`config.mk`:
```
export PLATFORM = sky130hd
export DESIGN_NAME = qurw_log
export DESIGN_NICKNAME = d
export VERILOG_FILES = /design/src/rtl/qurw_pkg.sv /design/src/rtl/qurw_log.sv
export SDC_FILE = /design/constraint.sdc
export NUM_CORES = 2
export LEC_CHECK = 0
export CORE_ASPECT_RATIO = 2
export CORE_UTILIZATION = 25
export DETAILED_ROUTE_END_ITERATION = 8
export DONT_BUFFER_PORTS = 1
export PLACE_DENSITY = 0.36
export SLEW_MARGIN = 20
export SYNTH_ARGS = -nofsm -noshare
export SYNTH_HDL_FRONTEND = slang
export SYNTH_SLANG_ARGS = --single-unit
```
`constraint.sdc`:
```
create_clock -name clock -period 14.45 [get_ports clock]
set_input_delay 2.1675 -clock clock [delete_from_list [all_inputs] [get_ports clock]]
set_output_delay 2.1675 -clock clock [all_outputs]
set_load 0.1 [all_outputs]
```
`src/rtl/qurw_pkg.sv`:
```
// Package for the quote update rate window unit: widths, time conversion
// constants, log constants, state encodings and the front-to-back queue entry.
// No dependencies.
`default_nettype none

package qurw_pkg;

   // Field widths
   localparam int TIME_CODE_W = 30;
   localparam int MS_W        = 29;
   localparam int PRICE_W     = 64;
   localparam int SIZE_W      = 32;
   localparam int COUNT_W     = 32;
   localparam int VALUE_W     = 48;
   localparam int WLEN_W      = 32;

   // Stream word layout
   localparam int REQ_DATA_W  = 224;
   localparam int RSP_DATA_W  = 48;

   // Configuration port
   localparam int CSR_INDEX_W = 8;
   localparam int CSR_DATA_W  = 32;
   localparam logic [CSR_INDEX_W-1:0] CSR_WINDOW_LEN = CSR_INDEX_W'(0);
   localparam logic [CSR_INDEX_W-1:0] CSR_LOG_NORM   = CSR_INDEX_W'(1);
   localparam logic [WLEN_W-1:0]      WINDOW_RESET   = WLEN_W'(500);

   // Fixed-point output format
   localparam int FRAC_BITS_DEF = 16;
   localparam int FRAC_BITS_MAX = 24;
   localparam int RAW_W         = COUNT_W + FRAC_BITS_MAX;

   // Time code conversion: mins = code / 100000, hour = code / 10000000,
   // both by reciprocal multiply and one correction step.
   localparam int TC_W       = TIME_CODE_W + 1;
   localparam int MINS_W     = 14;
   localparam int HOUR_W     = 7;
   localparam int RECIP_SH   = 30;
   localparam int MINS_DIV   = 100000;
   localparam int MINS_RECIP = 10737;
   localparam int HOUR_DIV   = 10000000;
   localparam int HOUR_RECIP = 107;
   // ms = code - MIN_GAP * mins - HOUR_GAP * hour
   localparam int MIN_GAP    = 40000;
   localparam int HOUR_GAP   = 2400000;

   // Logarithm unit
   localparam int MANT_W       = 32;
   localparam int EXP_W        = 6;
   localparam int NORM_STEPS   = 5;
   localparam int NORM_FIRST   = 16;
   localparam int STEP_W       = 5;
   localparam int LOG_T_W      = 55;
   localparam logic [MANT_W-1:0] LN2_Q32 = 32'd2977044472;

   // Queue between front and back
   localparam int QUEUE_DEPTH = 2;

   typedef enum logic [1:0] {
      TK_NONE,
      TK_FIRST,
      TK_NEXT
   } tick_kind_type;

   typedef struct packed {
      tick_kind_type     kind;
      logic              changed;
      logic [MS_W-1:0]   now_ms;
   } entry_type;

   typedef struct packed {
      logic               start;
      logic [COUNT_W-1:0] count;
   } log_req_type;

   typedef struct packed {
      logic               done;
      logic [VALUE_W-1:0] value;
   } log_rsp_type;

   typedef enum logic [1:0] {
      F_IDLE,
      F_EST,
      F_FIX,
      F_CONV
   } front_state_type;

   typedef enum logic [1:0] {
      B_IDLE,
      B_LOG,
      B_OUT
   } back_state_type;

   typedef enum logic [2:0] {
      L_IDLE,
      L_NORM,
      L_SQR,
      L_MLO,
      L_MHI,
      L_RND
   } log_state_type;

endpackage

`default_nettype wire

```
`src/rtl/qurw_log.sv`:
```
// Iterative ln(1+count) unit: normalize, 32 squaring steps for log2, then
// scale by ln 2 and round to FRAC_BITS. One shared 32x32 multiplier. Uses qurw_pkg.
`default_nettype none

module qurw_log
   import qurw_pkg::*;
#(
   parameter int FRAC_BITS = FRAC_BITS_DEF
)
(
   input  wire logic        clock,
   input  wire logic        reset,
   input  wire log_req_type req,
   output log_rsp_type      rsp
);

   localparam int RND_SH = VALUE_W - FRAC_BITS;

   log_state_type        state_ff, state_in;
   logic [MANT_W-1:0]    m_ff, m_in;
   logic [EXP_W-1:0]     e_ff, e_in;
   logic [MANT_W-1:0]    frac_ff, frac_in;
   logic [STEP_W-1:0]    step_ff, step_in;
   logic [MANT_W-1:0]    plo_ff, plo_in;
   logic [LOG_T_W-1:0]   t_ff, t_in;

   logic [MANT_W-1:0]    mul_a;
   logic [MANT_W-1:0]    mul_b;
   logic [2*MANT_W-1:0]  prod;
   logic [MANT_W:0]      sq;
   logic [STEP_W-1:0]    norm_sh;
   logic                 top_zero;
   logic [LOG_T_W-1:0]   rounded;

   // Shared multiplier
   assign prod     = (2*MANT_W)'(mul_a) * (2*MANT_W)'(mul_b);
   assign sq       = prod[2*MANT_W-1:MANT_W-1];
   assign norm_sh  = STEP_W'(NORM_FIRST >> step_ff);
   assign top_zero = ((m_ff >> (MANT_W - int'(norm_sh))) == '0);
   assign rounded  = t_ff + (LOG_T_W'(1) << (RND_SH - 1));

   always_comb begin
      state_in  = state_ff;
      m_in      = m_ff;
      e_in      = e_ff;
      frac_in   = frac_ff;
      step_in   = step_ff;
      plo_in    = plo_ff;
      t_in      = t_ff;
      mul_a     = m_ff;
      mul_b     = m_ff;
      rsp.done  = 1'b0;
      rsp.value = VALUE_W'(rounded >> RND_SH);
      unique case (state_ff)
         L_IDLE: begin
            if (req.start) begin
               frac_in = '0;
               step_in = '0;
               if (req.count == '1) begin
                  // 1+count is exactly 2^32
                  m_in     = MANT_W'(1) << (MANT_W - 1);
                  e_in     = EXP_W'(MANT_W);
                  state_in = L_SQR;
               end else begin
                  m_in     = req.count + MANT_W'(1);
                  e_in     = EXP_W'(MANT_W - 1);
                  state_in = L_NORM;
               end
            end
         end
         L_NORM: begin
            // shift left by 16, 8, 4, 2, 1 while the top bits are clear
            if (top_zero) begin
               m_in = m_ff << norm_sh;
               e_in = e_ff - EXP_W'(norm_sh);
            end
            if (step_ff == STEP_W'(NORM_STEPS - 1)) begin
               step_in  = '0;
               state_in = L_SQR;
            end else begin
               step_in = step_ff + STEP_W'(1);
            end
         end
         L_SQR: begin
            // one fraction bit of log2 per square
            frac_in = {frac_ff[MANT_W-2:0], sq[MANT_W]};
            m_in    = sq[MANT_W] ? sq[MANT_W:1] : sq[MANT_W-1:0];
            if (step_ff == STEP_W'(MANT_W - 1)) begin
               state_in = L_MLO;
            end else begin
               step_in = step_ff + STEP_W'(1);
            end
         end
         L_MLO: begin
            mul_a    = MANT_W'(frac_ff[15:0]);
            mul_b    = LN2_Q32;
            plo_in   = prod[47:16];
            state_in = L_MHI;
         end
         L_MHI: begin
            mul_a    = MANT_W'({e_ff, frac_ff[MANT_W-1:16]});
            mul_b    = LN2_Q32;
            t_in     = LOG_T_W'(prod) + LOG_T_W'(plo_ff);
            state_in = L_RND;
         end
         L_RND: begin
            rsp.done = 1'b1;
            state_in = L_IDLE;
         end
         default: state_in = L_IDLE;
      endcase
   end

   always_ff @(posedge clock) begin
      if (reset) begin
         state_ff <= L_IDLE;
         step_ff  <= '0;
      end else begin
         state_ff <= state_in;
         step_ff  <= step_in;
      end
   end

   always_ff @(posedge clock) begin
      m_ff    <= m_in;
      e_ff    <= e_in;
      frac_ff <= frac_in;
      plo_ff  <= plo_in;
      t_ff    <= t_in;
   end

endmodule

`default_nettype wire

```
==> impl_metrics.py <==
metrics = {
    "status": {
        "run_status": "finished clean",
    },
    "place": {
        "portBuffers": 0,
        "dp.final_hpwl_um": 175000,
        "place_congestion": 0.945,
    },
    "cells_and_area": {
        "register_area_um2": 3940,
        "multi_input_area_um2": 34800,
        "utilization_pct": 27.5,
        "areaGrowthSynthToFinish_pct": 9.13,
        "drive_above_1_share_pct": 6.55,
        "nets": 6104,
        "num-fill-cells": 18900,
    },
    "global_routing": {
        "antenna_found_initial": 10,
        "grt_first_pass_wirelength_um": 299000,
        "grt_max_degree": 46,
        "grt_overflow": 0,
        "grt_use_total_pct": 24.5,
        "grt_pass1_vias": 39300,
    },
    "routing": {
        "vias": 35400,
        "drt_iter0_markers": 2162,
        "drc": 0,
        "wirelength_um": 215000,
        "wire_per_inst_um": 29.9,
        "detail_route.vias_per_cell": 4.93,
        "ant_nets": 0,
        "first_pass_iters": 6,
    },
    "yosys": {
        "synth-seq-cells": 134,
        "post_synth_num_cell_types": 91,
        "syn_area_per_cell_um2": 8.77,
        "ys_seq_area_share_pct": 9.06,
        "netlist_instances": 4964,
        "ys_warn_count": 0,
        "synth_area_um2": 43500,
        "async_reset_ff_share_pct": 0,
        "yosys_most_used_dff": "edfxtp_1",
        "synth_edf_count": 126,
    },
    "clocking": {
        "clock_latency_ns": 0.45,
        "cts_setup_buffers": 0,
        "post_cts_resized": 0,
        "root_buffer": "clkbuf_16",
        "numCtsBuffers": 17,
        "hold_buffers": 0,
        "clkSlewWorstSetupHoldPaths_ns": 0.07,
        "tritoncts": "yes",
        "cts_max_level": 4,
        "clock_tree.buffer_depth": 2,
        "cts.sinks": 134,
    },
    "timing": {
        "final_hold_viol_count": 0,
        "skew_ns": 0.0123,
        "fmax_ghz": 0.0798,
        "final.setup.tns_ns": 0,
        "slew_viol_final": 0,
        "whs_ns": 0.551,
        "fin_crit_ns": 12.53,
        "post-route-period-util_pct": 86.7,
        "worstMarginPinSlew_ns": 1.17,
        "slew_headroom_pct": 21.7,
        "setup_viol_count_final": 0,
        "rsz0062_at_grt": "no",
    },
    "setup_path": {
        "crit_path_max_incr_delay_ns": 0.77,
        "crit_fanout": 29,
        "worst-path-buf-inv": 5,
        "cp_num_cells": 36,
        "crit_family": "adder cells",
        "end_kind": "flip-flop",
        "cp-start-kind": "flip-flop",
        "cp.required_ns": 14.64,
        "worst-setup-path-type": "reg2reg",
        "r2r_cells": 36,
        "crit_path_frequent_cell": "fa_1",
        "critPathSlowestCell": "or3b_2",
        "arrival_ns": 12.72,
    },
    "floorplanning": {
        "fp-row-count": 216,
        "die_height_um": 592,
        "floorplan.die.width_um": 297,
        "start_util_pct": 25.2,
        "io-pin-count": 84,
        "core_um2": 173000,
        "dieArea_um2": 176000,
    },
    "min_path": {
        "holdPathStages": 2,
        "min_path_type": "reg2reg",
    },
    "job": {
        "max_cap_viol_count": 0,
    },
}
[worst reg2reg max path, delay by kind of cell (launching register included)]
| family | cells | cell delay, ns |
|---|---|---|
| AND/OR/NAND/NOR | 11 | 3.13 |
| adder cells (fa/ha/maj) | 10 | 4.43 |
| flip-flops | 1 | 0.51 |
| XOR/XNOR | 2 | 0.52 |
| AO/OA/AOI/OAI | 8 | 2.25 |
| buffers and inverters | 5 | 1.44 |
[final timing paths]
check              startpoint         end  slack (ns)
setup / recovery  state_ff[2]    t_ff[53]        1.92
hold / removal     step_ff[4]  step_ff[4]        0.55
setup reg to reg  state_ff[2]    t_ff[53]        1.92
hold reg to reg    step_ff[4]  step_ff[4]        0.55
[cell usage after synthesis (all sizes together) (8+ instances only)]
library cell  count  area [um^2]
a211o             8         70.1
a211oi           35          278
a21boi           10         75.1
a21o             45          338
a21oi           142          714
a221o             9         90.1
a221oi           25          225
a31oi            17          106
and2            159          995
and3             86          538
and4             11         96.3
buf              48          289
clkbuf          252          946
dfxtp             8          160
edfxtp          126         3780
fa              895        17900
ha              305         3820
inv            1049         3940
mux2i            59          591
mux4             12          270
nand2           646         2430
nand2b           16          100
nand3            61          305
nand4            30          203
nor2            422         1590
nor2b            13         81.3
nor3             38          190
nor4             22          153
o211ai           15          113
o21a             14          105
o21ai            91          455
o21bai            9         71.3
o221ai           15          131
or2              14         87.6
or3              12         75.1
xnor2            89          802
xor2             46          403
[layout by cell type, fill, tap and decap left out, types with 16 or more instances in the layout]
master	count
a21o_1	45
and3_1	82
o21ai_0	87
nor2_1	407
fa_1	895
buf_4	159
xnor2_2	21
nand3_1	61
inv_1	1043
edfxtp_1	126
and2_1	159
mux2i_1	59
clkbuf_16	17
xnor2_1	68
nor4_1	21
a211oi_1	32
ha_1	305
a21oi_1	139
nand2_1	645
nand2b_1	16
a31oi_1	17
xor2_1	42
nor3_1	38
nand4_1	29
conb_1	25
[registers in the layout, indices dropped and copies added (netlist names)]
name	count
t_ff	24
e_ff	6
state_ff	3
frac_ff	32
step_ff	5
m_ff	32
plo_ff	32
[layout make-up]
cell class | count | area share, %
Multi-Input combinational cell | 3500 | 73.4
Inverter | 1054 | 8.33
Sequential cell | 134 | 8.31
Tap cell | 2289 | 6.03
Timing Repair Buffer | 162 | 2.65
Clock buffer | 17 | 0.896
Clock inverter | 15 | 0.395
Antenna cell | 5 | 0.0264
[routing by layer]
layer	routed length [um]	GRT usage, %	vias up
met3	7650	2.72	532
li1	-	-	15100
met1	64400	21.6	18500
met2	120000	48.3	1170
met5	40	0	-
met4	22200	21.4	6
[per-stage QoR]
stage                     cell area [um^2]  setup slack (ns)  instances
after CTS                            47500              1.84       7171
after floorplan                      43600              3.54       4988
after detailed placement             46900              1.86       7139
after global placement               46800              1.84       7138
final                                47500              1.92       7176
after global routing                 47500              1.38       7171
[cells by family after synthesis]
logic type                 count (synthesis)  share of synthesized area, %
and+or+nand+nor                         1553                          16.2
adders and majority gates               1200                          49.9
DFF                                      134                          9.06
AOI/OAI and AO/OA                        511                          7.99
buffers and inverters                   1354                          11.9
muxes                                     76                          2.11
other                                      1                       0.00862
xor gates and xnor gates                 135                          2.77
Power is left out: the tool's default activity adds up to more than one toggle a clock period on the data nets, which glitch-free logic cannot reach.
