**src/rtl/qurw_pkg.sv**
```systemverilog
// Package for the quote update rate window unit: widths, time conversion
// constants, log constants, state encodings and the front-to-back queue entry.
// No dependencies.
`default_nettype none

package qurw_pkg;

   // Field widths
   localparam int TIME_CODE_W = 30;
   localparam int MS_W        = 29;
   localparam int PRICE_W     = 64;
   localparam int SIZE_W      = 32;
   localparam int COUNT_W     = 32;
   localparam int VALUE_W     = 48;
   localparam int WLEN_W      = 32;

   // Stream word layout
   localparam int REQ_DATA_W  = 224;
   localparam int RSP_DATA_W  = 48;

   // Configuration port
   localparam int CSR_INDEX_W = 8;
   localparam int CSR_DATA_W  = 32;
   localparam logic [CSR_INDEX_W-1:0] CSR_WINDOW_LEN = CSR_INDEX_W'(0);
   localparam logic [CSR_INDEX_W-1:0] CSR_LOG_NORM   = CSR_INDEX_W'(1);
   localparam logic [WLEN_W-1:0]      WINDOW_RESET   = WLEN_W'(500);

   // Fixed-point output format
   localparam int FRAC_BITS_DEF = 16;
   localparam int FRAC_BITS_MAX = 24;
   localparam int RAW_W         = COUNT_W + FRAC_BITS_MAX;

   // Time code conversion: mins = code / 100000, hour = code / 10000000,
   // both by reciprocal multiply and one correction step.
   localparam int TC_W       = TIME_CODE_W + 1;
   localparam int MINS_W     = 14;
   localparam int HOUR_W     = 7;
   localparam int RECIP_SH   = 30;
   localparam int MINS_DIV   = 100000;
   localparam int MINS_RECIP = 10737;
   localparam int HOUR_DIV   = 10000000;
   localparam int HOUR_RECIP = 107;
   // ms = code - MIN_GAP * mins - HOUR_GAP * hour
   localparam int MIN_GAP    = 40000;
   localparam int HOUR_GAP   = 2400000;

   // Logarithm unit
   localparam int MANT_W       = 32;
   localparam int EXP_W        = 6;
   localparam int NORM_STEPS   = 5;
   localparam int NORM_FIRST   = 16;
   localparam int STEP_W       = 5;
   localparam int LOG_T_W      = 55;
   localparam logic [MANT_W-1:0] LN2_Q32 = 32'd2977044472;

   // Queue between front and back
   localparam int QUEUE_DEPTH = 2;

   typedef enum logic [1:0] {
      TK_NONE,
      TK_FIRST,
      TK_NEXT
   } tick_kind_type;

   typedef struct packed {
      tick_kind_type     kind;
      logic              changed;
      logic [MS_W-1:0]   now_ms;
   } entry_type;

   typedef struct packed {
      logic               start;
      logic [COUNT_W-1:0] count;
   } log_req_type;

   typedef struct packed {
      logic               done;
      logic [VALUE_W-1:0] value;
   } log_rsp_type;

   typedef enum logic [1:0] {
      F_IDLE,
      F_EST,
      F_FIX,
      F_CONV
   } front_state_type;

   typedef enum logic [1:0] {
      B_IDLE,
      B_LOG,
      B_OUT
   } back_state_type;

   typedef enum logic [2:0] {
      L_IDLE,
      L_NORM,
      L_SQR,
      L_MLO,
      L_MHI,
      L_RND
   } log_state_type;

endpackage

`default_nettype wire

```
**src/rtl/qurw_queue.sv**
```systemverilog
// Short FIFO of classified ticks between front end and back end.
// Uses qurw_pkg for the entry type and depth.
`default_nettype none

module qurw_queue
   import qurw_pkg::*;
(
   input  wire logic      clock,
   input  wire logic      reset,
   input  wire logic      push,
   input  wire entry_type din,
   input  wire logic      pop,
   output entry_type      dout,
   output logic           full,
   output logic           empty
);

   localparam int PTR_W = (QUEUE_DEPTH > 1) ? $clog2(QUEUE_DEPTH) : 1;
   localparam int CNT_W = $clog2(QUEUE_DEPTH + 1);

   entry_type          slot_ff [QUEUE_DEPTH];
   logic [PTR_W-1:0]   wr_ptr_ff, wr_ptr_in;
   logic [PTR_W-1:0]   rd_ptr_ff, rd_ptr_in;
   logic [CNT_W-1:0]   count_ff, count_in;
   logic               do_push;
   logic               do_pop;

   assign full    = (count_ff == CNT_W'(QUEUE_DEPTH));
   assign empty   = (count_ff == '0);
   assign do_push = push && !full;
   assign do_pop  = pop && !empty;
   assign dout    = slot_ff[rd_ptr_ff];

   // Advance pointers with wrap
   always_comb begin
      wr_ptr_in = wr_ptr_ff;
      rd_ptr_in = rd_ptr_ff;
      count_in  = count_ff;
      if (do_push) begin
         wr_ptr_in = (wr_ptr_ff == PTR_W'(QUEUE_DEPTH-1)) ? '0 : wr_ptr_ff + PTR_W'(1);
      end
      if (do_pop) begin
         rd_ptr_in = (rd_ptr_ff == PTR_W'(QUEUE_DEPTH-1)) ? '0 : rd_ptr_ff + PTR_W'(1);
      end
      if (do_push && !do_pop) begin
         count_in = count_ff + CNT_W'(1);
      end else if (do_pop && !do_push) begin
         count_in = count_ff - CNT_W'(1);
      end
   end

   always_ff @(posedge clock) begin
      if (reset) begin
         wr_ptr_ff <= '0;
         rd_ptr_ff <= '0;
         count_ff  <= '0;
      end else begin
         wr_ptr_ff <= wr_ptr_in;
         rd_ptr_ff <= rd_ptr_in;
         count_ff  <= count_in;
      end
   end

   // Store entries
   always_ff @(posedge clock) begin
      if (do_push) begin
         slot_ff[wr_ptr_ff] <= din;
      end
   end

endmodule

`default_nettype wire

```
**config.mk**
```make
export PLATFORM = sky130hd
export DESIGN_NAME = qurw_queue
export DESIGN_NICKNAME = d
export VERILOG_FILES = /design/src/rtl/qurw_pkg.sv /design/src/rtl/qurw_queue.sv
export SDC_FILE = /design/constraint.sdc
export NUM_CORES = 1
export LEC_CHECK = 0
export BUFFER_PORTS_ARGS = -buffer_cell sky130_fd_sc_hd__buf_2
export CORE_MARGIN = 2
export CORE_UTILIZATION = 45
export DETAILED_ROUTE_END_ITERATION = 10
export PLACE_DENSITY = 0.71
export RECOVER_POWER = 100
export SLEW_MARGIN = 20
export SYNTH_ARGS = -nofsm -noshare
export SYNTH_HDL_FRONTEND = slang
export SYNTH_SLANG_ARGS = --single-unit
```
**constraint.sdc**
```tcl
create_clock -name clock -period 2.51 [get_ports clock]
set_input_delay 0.502 -clock clock [delete_from_list [all_inputs] [get_ports clock]]
set_output_delay 0.502 -clock clock [all_outputs]
set_load 0.05 [all_outputs]
```
==> key figures <==
Route
  – DR DRC count: 0
  – Remaining antenna violation count after routing: 0
  – Met3 WL post-DR: 172 um
  – Routed via count divided by cell count: 4.57
  – Initial DRT Pass Iterations: 4
  – Post-detailed-routing wire length: 4090 um
  – Total number of vias: 1293
  – Detailed-routing wirelength on met1: 1720 um
  – Total met2 wirelength after detailed routing: about 2100 um
  – Highest layer used for signal routing: met4
  – Wire per inst: 14.4 um
  – Initial detailed-routing violation count: around 110

Timing
  – Unrepaired setup endpoints after global routing: false
  – Fin worst setup slack: 0.305 ns
  – Worst-case clock skew: 0.00926 ns
  – Fraction of the cycle the final worst path needs: 87.9%
  – Fmax: between 400 and 500 MHz
  – Count of final max-slew check failures: 0
  – Worst Max-Slew Pin Slew: 1.05 ns
  – Fin crit period: 2.21 ns
  – Setup TNS: 0 ns
  – Hold violation total from the final report: 0
  – Tightest slew margin relative to the limit: 30.1%
  – Final setup violation count: 0

Die
  – Die X: between 70 and 80 um
  – Initial core utilization: 46.2%
  – Area of the placeable core: ~5500 sq um
  – # IOs: 70
  – Die ar.: 6230 sq um
  – Vert. Die Dim: 78.9 um
  – Number of placement rows: 27

Critical path
  – Critical path arrival: 1.70 ns
  – CP Capture Type: output port
  – R2R cell count: 4
  – Reg-to-reg setup timing slack: 0.42 ns
  – Reg-to-Reg Start: count_ff[0]
  – Kind of start point of the critical path: flip-flop
  – Critical path class: reg2out
  – Critical path data required time: 2.01 ns
  – Reg2reg end: slot_ff[0][30]
  – Top fanout value on the critical path: 32

Global route
  – Vias in the first global route: ~1400
  – Pin count of the biggest net entering global routing: 33
  – Initial antenna violation count: 0
  – Total congestion overflow: 0
  – Overall global routing resource usage: 14.5%
  – First-pass GRT wire length: around 6500 um

Place
  – Gp weighted congestion: 0.685
  – I/O Buffers: a little under 70
  – Post-DP Area: 2970 sq um
  – Placed wire-length estimate: 2660 um
  – Worst-case setup slack after placement: 0.710 ns

Cells and area
  – Layout-stage area growth over the synthesis result: 23.3%
  – Post-route core utilization: 56.9%
  – # nets final: about 240
  – Non-Filler Cell Area, Final: 3110 sq um
  – Proportion of layout cells with a drive suffix above 1: 45.5%
  – Number of diodes: 0

Yosys
  – Sequential area share after synthesis: approximately 80%
  – Per-instance average area after synthesis: 20.2 sq um
  – FF+latch count, synth: 69
  – Number of unique standard cell types used by synthesis: 15
  – Post-synth top area share: 76.1%
  – Synthesized netlist cell count: 125
  – Post-synth design cell area: 2530 sq um
  – Yosys synthesis warning count: 0
  – Top cells by area, synth: sky130_fd_sc_hd__edfxtp_1 (76%), sky130_fd_sc_hd__mux2_2 (13%), sky130_fd_sc_hd__dfxtp_1 (4.0%)
  – Total nets after synthesis: about 160
  – Area leader, netlist: sky130_fd_sc_hd__edfxtp_1

Hold path
  – Startpoint of the worst hold path: din[22]
  – Hold Path Cell Cnt: 1
  – End of the worst hold path: slot_ff[0][22]
  – Hold/Removal Path Class: in2reg

Power and ir drop
  – IR drop worst, VDD: between 0.7 and 0.8 mV
  – Internal power component: 0.00225 W
  – Total power consumption of the routed design: 0.00366 W
  – Fraction of power consumed by the clock network: about 23%
  – Net switching component of the power: 0.00141 W
  – Power share of the sequential group: 41.0%
  – Share of total power in combinational logic: 36.5%
  – Sw Ratio: between 30 and 40%
  – Total power divided by cell area: 1180 nW/um^2
  – Static leakage power: 1.15 nW

Clock network
  – H-tree depth reported by CTS: 3
  – Clock buffer depth: 2
  – Post-cts hold buffer count: 0
  – Clock tree from TritonCTS: yes
  – Worst-skew pair later-pin latency: 0.33 ns
  – Post-CTS repair timing setup buffer count: 0
  – Buffer type at the clock tree root: sky130_fd_sc_hd__clkbuf_8
  – Number of sinks handled by clock tree synthesis: just under 70
  – Clock-pin slew reported for the worst setup and hold paths after clock tree synthesis: 0.07 ns
  – Clock buffer count from CTS: 9
  – Total of cells resized after clock tree synthesis: 0

Run
  – MaxCap Viol Count: 0

Outcome
  – Status: complete, no violations
layer usage:
metal	GRT usage [%]	up-vias
met5	0	-
met4	7.76	0
met3	4.43	5
met2	24.1	35
met1	16.8	610
li1	-	643
worst max-delay path: stages, from the launching register on:
cell and delay (ns):
sky130_fd_sc_hd__dfxtp_1 0.31, sky130_fd_sc_hd__clkbuf_4 0.42, sky130_fd_sc_hd__mux2_2 0.39, sky130_fd_sc_hd__clkbuf_2 0.24
cells in the mapped netlist:
| master | n |
|---|---|
| sky130_fd_sc_hd__a21oi_1 | 2 |
| sky130_fd_sc_hd__and2_1 | 1 |
| sky130_fd_sc_hd__buf_4 | 3 |
| sky130_fd_sc_hd__clkbuf_1 | 1 |
| sky130_fd_sc_hd__dfxtp_1 | 5 |
| sky130_fd_sc_hd__edfxtp_1 | 64 |
| sky130_fd_sc_hd__ha_1 | 1 |
| sky130_fd_sc_hd__inv_1 | 2 |
| sky130_fd_sc_hd__mux2_1 | 2 |
| sky130_fd_sc_hd__mux2_2 | 30 |
| sky130_fd_sc_hd__nor2_1 | 5 |
| sky130_fd_sc_hd__nor2b_2 | 1 |
| sky130_fd_sc_hd__o21ai_0 | 3 |
| sky130_fd_sc_hd__or3_1 | 2 |
| sky130_fd_sc_hd__xor2_1 | 3 |
power groups by stage:
stage	Sequential [W]	Clock [W]	Combinational, W
floorplan	0.00151	0	0.00110
global route	0.00152	0.000899	0.00142
global placement	0.00151	0	0.00137
detailed placement	0.00152	0	0.00138
finish	0.00150	0.000826	0.00134
CTS	0.00150	0.000847	0.00138
metrics by stage:
step                      std cells  hold WS (ns)
after floorplan                 125         0.452
after detailed placement        267         0.496
after global routing            283         0.334
after CTS                       283         0.340
after global placement          267         0.473
final                           283         0.353
worst max path at each step:
stage | from | endpoint | slack, ns | cells after the start
finish | flip-flop | dout[12] | 0.30 | 3
detailed placement | flip-flop | dout[12] | 0.71 | 3
floorplan | count_ff[1] | slot_ff[0][0] | 0.56 | 3
global route | flip-flop | dout[25] | 0.22 | 3
CTS | flip-flop | dout[12] | 0.35 | 3
global placement | flip-flop | dout[2] | 0.72 | 3
area by class of cell:
type | instances | area [sq um]
clock inverter | 6 | 53.8
inverter | 2 | 7.51
sequential | 69 | 2020
timing repair buffer | 74 | 345
tap | 72 | 90.1
multi-input combinational | 50 | 468
fill | 483 | 2360
clock buffer | 10 | 128
cells in the final DEF, fill, tap and decap left out:
| cell | n |
|---|---|
| sky130_fd_sc_hd__clkinv_2 | 4 |
| sky130_fd_sc_hd__edfxtp_1 | 64 |
| sky130_fd_sc_hd__clkbuf_1 | 23 |
| sky130_fd_sc_hd__clkinv_1 | 1 |
| sky130_fd_sc_hd__buf_2 | 20 |
| sky130_fd_sc_hd__mux2_1 | 2 |
| sky130_fd_sc_hd__clkbuf_8 | 9 |
| sky130_fd_sc_hd__or3_1 | 2 |
| sky130_fd_sc_hd__nor2b_1 | 1 |
| sky130_fd_sc_hd__inv_1 | 2 |
| sky130_fd_sc_hd__mux2_2 | 30 |
| sky130_fd_sc_hd__clkbuf_2 | 31 |
| sky130_fd_sc_hd__nor2_1 | 5 |
| sky130_fd_sc_hd__and2_0 | 1 |
| sky130_fd_sc_hd__a21oi_1 | 2 |
| sky130_fd_sc_hd__clkbuf_4 | 1 |
| sky130_fd_sc_hd__o21ai_0 | 3 |
| sky130_fd_sc_hd__dfxtp_1 | 5 |
| sky130_fd_sc_hd__xor2_1 | 3 |
| sky130_fd_sc_hd__bufinv_16 | 1 |
| sky130_fd_sc_hd__ha_1 | 1 |
sequential cells by signal, summed over array words and instances (netlist names), named ones only:
| name | cells |
|---|---|
| rd_ptr_ff | 1 |
| wr_ptr_ff | 1 |
| count_ff | 2 |
| slot_ff | 64 |
cells by family after synthesis:
group                    synth area share [%]
AND/OR/NAND/NOR                          1.83
adder cells (fa/ha/maj)                 0.495
XOR/XNOR                                 1.04
flip-flops                               80.0
AO/OA/AOI/OAI                           0.990
buffers and inverters                    1.34
multiplexers                             14.3
Note: power is estimated with default switching activity, not from simulation.
