[src/rtl/qurw_pkg.sv]
// Package for the quote update rate window unit: widths, time conversion
// constants, log constants, state encodings and the front-to-back queue entry.
// No dependencies.
`default_nettype none

package qurw_pkg;

   // Field widths
   localparam int TIME_CODE_W = 30;
   localparam int MS_W        = 29;
   localparam int PRICE_W     = 64;
   localparam int SIZE_W      = 32;
   localparam int COUNT_W     = 32;
   localparam int VALUE_W     = 48;
   localparam int WLEN_W      = 32;

   // Stream word layout
   localparam int REQ_DATA_W  = 224;
   localparam int RSP_DATA_W  = 48;

   // Configuration port
   localparam int CSR_INDEX_W = 8;
   localparam int CSR_DATA_W  = 32;
   localparam logic [CSR_INDEX_W-1:0] CSR_WINDOW_LEN = CSR_INDEX_W'(0);
   localparam logic [CSR_INDEX_W-1:0] CSR_LOG_NORM   = CSR_INDEX_W'(1);
   localparam logic [WLEN_W-1:0]      WINDOW_RESET   = WLEN_W'(500);

   // Fixed-point output format
   localparam int FRAC_BITS_DEF = 16;
   localparam int FRAC_BITS_MAX = 24;
   localparam int RAW_W         = COUNT_W + FRAC_BITS_MAX;

   // Time code conversion: mins = code / 100000, hour = code / 10000000,
   // both by reciprocal multiply and one correction step.
   localparam int TC_W       = TIME_CODE_W + 1;
   localparam int MINS_W     = 14;
   localparam int HOUR_W     = 7;
   localparam int RECIP_SH   = 30;
   localparam int MINS_DIV   = 100000;
   localparam int MINS_RECIP = 10737;
   localparam int HOUR_DIV   = 10000000;
   localparam int HOUR_RECIP = 107;
   // ms = code - MIN_GAP * mins - HOUR_GAP * hour
   localparam int MIN_GAP    = 40000;
   localparam int HOUR_GAP   = 2400000;

   // Logarithm unit
   localparam int MANT_W       = 32;
   localparam int EXP_W        = 6;
   localparam int NORM_STEPS   = 5;
   localparam int NORM_FIRST   = 16;
   localparam int STEP_W       = 5;
   localparam int LOG_T_W      = 55;
   localparam logic [MANT_W-1:0] LN2_Q32 = 32'd2977044472;

   // Queue between front and back
   localparam int QUEUE_DEPTH = 2;

   typedef enum logic [1:0] {
      TK_NONE,
      TK_FIRST,
      TK_NEXT
   } tick_kind_type;

   typedef struct packed {
      tick_kind_type     kind;
      logic              changed;
      logic [MS_W-1:0]   now_ms;
   } entry_type;

   typedef struct packed {
      logic               start;
      logic [COUNT_W-1:0] count;
   } log_req_type;

   typedef struct packed {
      logic               done;
      logic [VALUE_W-1:0] value;
   } log_rsp_type;

   typedef enum logic [1:0] {
      F_IDLE,
      F_EST,
      F_FIX,
      F_CONV
   } front_state_type;

   typedef enum logic [1:0] {
      B_IDLE,
      B_LOG,
      B_OUT
   } back_state_type;

   typedef enum logic [2:0] {
      L_IDLE,
      L_NORM,
      L_SQR,
      L_MLO,
      L_MHI,
      L_RND
   } log_state_type;

endpackage

`default_nettype wire

[src/rtl/qurw_front.sv]
// Front end: accepts request words, classifies the tick against the last
// latched quote and converts the HHMMSSmmm code to milliseconds. Uses qurw_pkg.
`default_nettype none

module qurw_front
   import qurw_pkg::*;
(
   input  wire logic                   clock,
   input  wire logic                   reset,
   input  wire logic                   in_valid,
   output logic                        in_ready,
   input  wire logic                   in_tick,
   input  wire logic [TIME_CODE_W-1:0] in_code,
   input  wire logic [PRICE_W-1:0]     in_bid,
   input  wire logic [PRICE_W-1:0]     in_ask,
   input  wire logic [SIZE_W-1:0]      in_bid_size,
   input  wire logic [SIZE_W-1:0]      in_ask_size,
   input  wire logic                   q_full,
   output logic                        q_push,
   output entry_type                   q_entry
);

   front_state_type           state_ff, state_in;
   logic                      seen_ff, seen_in;
   logic [PRICE_W-1:0]        prev_bid_ff, prev_bid_in;
   logic [PRICE_W-1:0]        prev_ask_ff, prev_ask_in;
   logic [SIZE_W-1:0]         prev_bsz_ff, prev_bsz_in;
   logic [SIZE_W-1:0]         prev_asz_ff, prev_asz_in;

   logic                      tick_ff, tick_in;
   logic [TIME_CODE_W-1:0]    code_ff, code_in;
   logic [PRICE_W-1:0]        bid_ff, bid_in;
   logic [PRICE_W-1:0]        ask_ff, ask_in;
   logic [SIZE_W-1:0]         bsz_ff, bsz_in;
   logic [SIZE_W-1:0]         asz_ff, asz_in;
   tick_kind_type             kind_ff, kind_in;
   logic                      changed_ff, changed_in;
   logic [MINS_W-1:0]         mins_ff, mins_in;
   logic [HOUR_W-1:0]         hour_ff, hour_in;

   logic [TIME_CODE_W+MINS_W-1:0] mins_prod;
   logic [TIME_CODE_W+HOUR_W-1:0] hour_prod;
   logic [TC_W-1:0]               mins_rem;
   logic [TC_W-1:0]               hour_rem;
   logic [TC_W-1:0]               ms_wide;
   logic                          quote_diff;

   // Quotient estimates, remainders for the correction, final milliseconds
   assign mins_prod  = (TIME_CODE_W+MINS_W)'(code_ff) * (TIME_CODE_W+MINS_W)'(MINS_RECIP);
   assign hour_prod  = (TIME_CODE_W+HOUR_W)'(code_ff) * (TIME_CODE_W+HOUR_W)'(HOUR_RECIP);
   assign mins_rem   = TC_W'(code_ff) - TC_W'(mins_ff) * TC_W'(MINS_DIV);
   assign hour_rem   = TC_W'(code_ff) - TC_W'(hour_ff) * TC_W'(HOUR_DIV);
   assign ms_wide    = TC_W'(code_ff) - TC_W'(mins_ff) * TC_W'(MIN_GAP)
                       - TC_W'(hour_ff) * TC_W'(HOUR_GAP);
   assign quote_diff = (bid_ff != prev_bid_ff) || (ask_ff != prev_ask_ff) ||
                       (bsz_ff != prev_bsz_ff) || (asz_ff != prev_asz_ff);

   assign q_entry.kind    = kind_ff;
   assign q_entry.changed = changed_ff;
   assign q_entry.now_ms  = ms_wide[MS_W-1:0];

   // Next state and datapath
   always_comb begin
      state_in    = state_ff;
      seen_in     = seen_ff;
      prev_bid_in = prev_bid_ff;
      prev_ask_in = prev_ask_ff;
      prev_bsz_in = prev_bsz_ff;
      prev_asz_in = prev_asz_ff;
      tick_in     = tick_ff;
      code_in     = code_ff;
      bid_in      = bid_ff;
      ask_in      = ask_ff;
      bsz_in      = bsz_ff;
      asz_in      = asz_ff;
      kind_in     = kind_ff;
      changed_in  = changed_ff;
      mins_in     = mins_ff;
      hour_in     = hour_ff;
      in_ready    = 1'b0;
      q_push      = 1'b0;
      unique case (state_ff)
         F_IDLE: begin
            in_ready = 1'b1;
            if (in_valid) begin
               tick_in  = in_tick;
               code_in  = in_code;
               bid_in   = in_bid;
               ask_in   = in_ask;
               bsz_in   = in_bid_size;
               asz_in   = in_ask_size;
               state_in = F_EST;
            end
         end
         F_EST: begin
            // estimate quotients, classify and latch the quote
            mins_in    = MINS_W'(mins_prod >> RECIP_SH);
            hour_in    = HOUR_W'(hour_prod >> RECIP_SH);
            changed_in = 1'b0;
            if (!tick_ff) begin
               kind_in = TK_NONE;
            end else if (!seen_ff) begin
               kind_in     = TK_FIRST;
               seen_in     = 1'b1;
               prev_bid_in = bid_ff;
               prev_ask_in = ask_ff;
               prev_bsz_in = bsz_ff;
               prev_asz_in = asz_ff;
            end else begin
               kind_in    = TK_NEXT;
               changed_in = quote_diff;
               if (quote_diff) begin
                  prev_bid_in = bid_ff;
                  prev_ask_in = ask_ff;
                  prev_bsz_in = bsz_ff;
                  prev_asz_in = asz_ff;
               end
            end
            state_in = F_FIX;
         end
         F_FIX: begin
            // estimates may be one low
            if (mins_rem >= TC_W'(MINS_DIV)) begin
               mins_in = mins_ff + MINS_W'(1);
            end
            if (hour_rem >= TC_W'(HOUR_DIV)) begin
               hour_in = hour_ff + HOUR_W'(1);
            end
            state_in = F_CONV;
         end
         F_CONV: begin
            if (!q_full) begin
               q_push   = 1'b1;
               state_in = F_IDLE;
            end
         end
         default: state_in = F_IDLE;
      endcase
   end

   // Control state
   always_ff @(posedge clock) begin
      if (reset) begin
         state_ff    <= F_IDLE;
         seen_ff     <= 1'b0;
         prev_bid_ff <= '0;
         prev_ask_ff <= '0;
         prev_bsz_ff <= '0;
         prev_asz_ff <= '0;
      end else begin
         state_ff    <= state_in;
         seen_ff     <= seen_in;
         prev_bid_ff <= prev_bid_in;
         prev_ask_ff <= prev_ask_in;
         prev_bsz_ff <= prev_bsz_in;
         prev_asz_ff <= prev_asz_in;
      end
   end

   // Payload
   always_ff @(posedge clock) begin
      tick_ff    <= tick_in;
      code_ff    <= code_in;
      bid_ff     <= bid_in;
      ask_ff     <= ask_in;
      bsz_ff     <= bsz_in;
      asz_ff     <= asz_in;
      kind_ff    <= kind_in;
      changed_ff <= changed_in;
      mins_ff    <= mins_in;
      hour_ff    <= hour_in;
   end

endmodule

`default_nettype wire

[config.mk]
export PLATFORM = sky130hd
export DESIGN_NAME = qurw_front
export DESIGN_NICKNAME = d
export VERILOG_FILES = /design/src/rtl/qurw_pkg.sv /design/src/rtl/qurw_front.sv
export SDC_FILE = /design/constraint.sdc
export NUM_CORES = 2
export LEC_CHECK = 0
export ABC_AREA = 0
export BUFFER_PORTS_ARGS = -buffer_cell sky130_fd_sc_hd__buf_2
export CORE_MARGIN = 2
export CORE_UTILIZATION = 68
export DETAILED_ROUTE_END_ITERATION = 16
export PLACE_DENSITY = 0.88
export SYNTH_ARGS = -nofsm -noshare
export SYNTH_HDL_FRONTEND = slang
export SYNTH_SLANG_ARGS = --single-unit
[constraint.sdc]
create_clock -name clock -period 15.9 [get_ports clock]
set_clock_uncertainty 0.2 [all_clocks]
set_input_delay 1.59 -clock clock [delete_from_list [all_inputs] [get_ports clock]]
set_output_delay 1.59 -clock clock [all_outputs]
set_load 0.02 [all_outputs]
==> impl_metrics.tcl <==
set metrics [dict create \
    final-hold-violation-count 0 \
    setup_viol 0 \
    synthFlopType "edfxtp_1" \
    fp-row-count 87 \
    use_met1_pct 38.9 \
    cts_buffers 40 \
    path_common_cell "inv_1" \
    slew_headroom_pct 22.0 \
    holdBufCountCts 0 \
    cp_data_required_time_ns 14.11 \
    layout_common_cells "ha_1 (593), inv_1 (590), fa_1 (346)" \
    grt_usage_pct 32.3 \
    cp_max_fo 7 \
    run_status "completed" \
    arrival_ns 7.73 \
    first_global_vias 29200 \
    antenna_found_initial 24 \
    finalSetupTns_ns 0 \
    grt_max_degree 154 \
    synth_nets 4815 \
    synth_cell_types 73 \
    grt-busiest-layer "met2" \
    grt_pass1_wl_mm 151 \
    grt_overflow_total 0 \
    post_cts_buffers 0 \
    core_area_um2 56600 \
    pin_count 261 \
    syn_avg_cell_area_um2 10.7 \
    routed_wl_mm 95.2 \
    htree_levels 2 \
    io_buffers 260 \
    cp-end-kind "primary output" \
    rsz0062_at_grt "no" \
    synth_edf_count 247 \
    drive_above_1_share_pct 9.41 \
    startpoint_type "flop" \
    syn_area_um2 39000 \
    drc_errors 0 \
    fmax_mhz 105 \
    die-area_um2 59300 \
    tightest_slew_ns 1.17 \
    postSynthCellCount 3649 \
    die_w_um 244 \
    hpwl_mm 72.2 \
    min_path_type "flop to flop" \
    nFillCells 3657 \
    drt.antenna.violating_nets 0 \
    slowest_delay_ns 0.59 \
    gp_congestion 0.937 \
    clk_latency_ns 0.57 \
    drt_iter0_drc 2007 \
    slew_viol_final 0 \
    critPathKind "flop to primary output" \
    clk_pin_slew_worst_paths_ns 0.06 \
    grtUsageMet2_pct 57.3 \
    finish.utilization_pct 75.4 \
    post-route-period-util_pct 59.9 \
    hold_ws_ns 0.318 \
    slowest_stage "fa_1" \
    ys_ff_latch 442 \
    die_y_um 244 \
    vias_per_cell 5.84 \
    vias 27600 \
    area_growth_pct 9.35 \
    drv_cap 0 \
    async_reset_ff_share_pct 0 \
    clk_path_buf_depth 3 \
    initial_core_util_pct 68.9 \
    clock-root-buffer "clkbuf_16" \
    ys_seq_area_share_pct 29.0 \
    met3_usage_pct 5.08 \
    routedWlPerCell_um 20.1 \
    dr.pass1.iters 5 \
    yosys_warnings 0 \
    nets 5087 \
    cts.sinks 442 \
    final_common_cell "ha_1" \
    finalCriticalPeriod_ns 9.52 \
    cts_tree "done" \
    cts_repair_resize_count 0 \
]
-- state kept, by name, summed over array words and instances, names as in the netlist --
register / count
bid_ff: 64
prev_asz_ff: 32
seen_ff: 1
prev_bid_ff: 64
ask_ff: 64
changed_ff: 1
prev_bsz_ff: 32
state_ff: 2
asz_ff: 32
code_ff: 30
bsz_ff: 32
mins_ff: 14
kind_ff: 2
hour_ff: 7
tick_ff: 1
prev_ask_ff: 64
-- Yosys cell counts (all sizes together), types with 23 or more instances --
cell / instances / area share, %
nor2: 306 / 2.9
clkbuf: 31 / 0.30
inv: 590 / 5.7
edfxtp: 247 / 19
xor2: 167 / 3.7
nand4: 44 / 0.71
nand2: 82 / 0.79
fa: 346 / 18
mux2i: 201 / 5.2
nor4: 41 / 0.66
nand3: 31 / 0.40
o21ai: 99 / 1.3
nor3: 39 / 0.50
o21bai: 23 / 0.44
ha: 593 / 19
xnor2: 185 / 4.2
a21oi: 110 / 1.4
buf: 23 / 0.31
dfxtp: 195 / 10
a21o: 56 / 1.1
-- layout make-up --
type | count | area, um2 | area share [%]
multi-input combinational | 2563 | 25300 | 59.2
sequential | 442 | 11300 | 26.5
inverter | 590 | 2210 | 5.19
tap | 756 | 946 | 2.22
clock buffer | 56 | 1150 | 2.70
antenna | 18 | 45.0 | 0.106
timing repair buffer | 284 | 1510 | 3.55
clock inverter | 18 | 216 | 0.507
-- cells by family (layout without fill, tap and decap cells) --
group | after synthesis | after routing | share of synthesized area [%]
AOI/OAI and AO/OA | 432 | 432 | 7.28
xor gates and xnor gates | 352 | 352 | 7.90
adders and majority gates | 939 | 939 | 36.8
buffers and inverters | 644 | 948 | 6.28
DFF | 442 | 442 | 29.0
muxes | 202 | 202 | 5.18
other | 0 | 18 | 0
and+or+nand+nor | 638 | 638 | 7.58
-- through the flow --
step / area (um2) / cells / setup slack, ns
after floorplan: 39000 / 3649 / 7.69
final: 42700 / 4727 / 6.38
after global placement: 41300 / 4635 / 7.34
after global routing: 42700 / 4722 / 5.92
after detailed placement: 41300 / 4635 / 7.00
after CTS: 42600 / 4709 / 6.42
-- per-layer routing --
| metal | share of wire, % | wire [um] |
|---|---|---|
| met5 | 0.085 | 81 |
| met4 | 4.6 | 4360 |
| met3 | 5.9 | 5630 |
| met2 | 50 | 47600 |
| met1 | 39 | 37500 |
-- path summary, 6_finish.rpt --
| kind | from | endpoint | slack [ns] | depth (start not counted) |
|---|---|---|---|---|
| worst min register to register | prev_ask_ff[52]$_SDFFE_PP0P_ | prev_ask_ff[52]$_SDFFE_PP0P_ | 0.32 | 2 |
| worst min-delay path | prev_ask_ff[52]$_SDFFE_PP0P_ | prev_ask_ff[52]$_SDFFE_PP0P_ | 0.32 | 2 |
| worst max-delay path | mins_ff[7]$_DFFE_PP_ | q_entry[28] | 6.38 | 31 |
| worst max register to register | code_ff[15]$_DFFE_PP_ | mins_ff[9]$_DFFE_PP_ | 7.94 | 18 |
-- critical path: cells and delay by family, from the launching register on --
| family | cells | cell delay [ns] |
|---|---|---|
| DFF | 1 | 0.57 |
| AOI/OAI and AO/OA | 7 | 1.52 |
| xor gates and xnor gates | 3 | 0.45 |
| buffers and inverters | 8 | 0.68 |
| adders and majority gates | 8 | 3.25 |
| and+or+nand+nor | 5 | 0.70 |
Power is left out: the tool's default activity adds up to more than one toggle a clock period on the data nets, which glitch-free logic cannot reach.
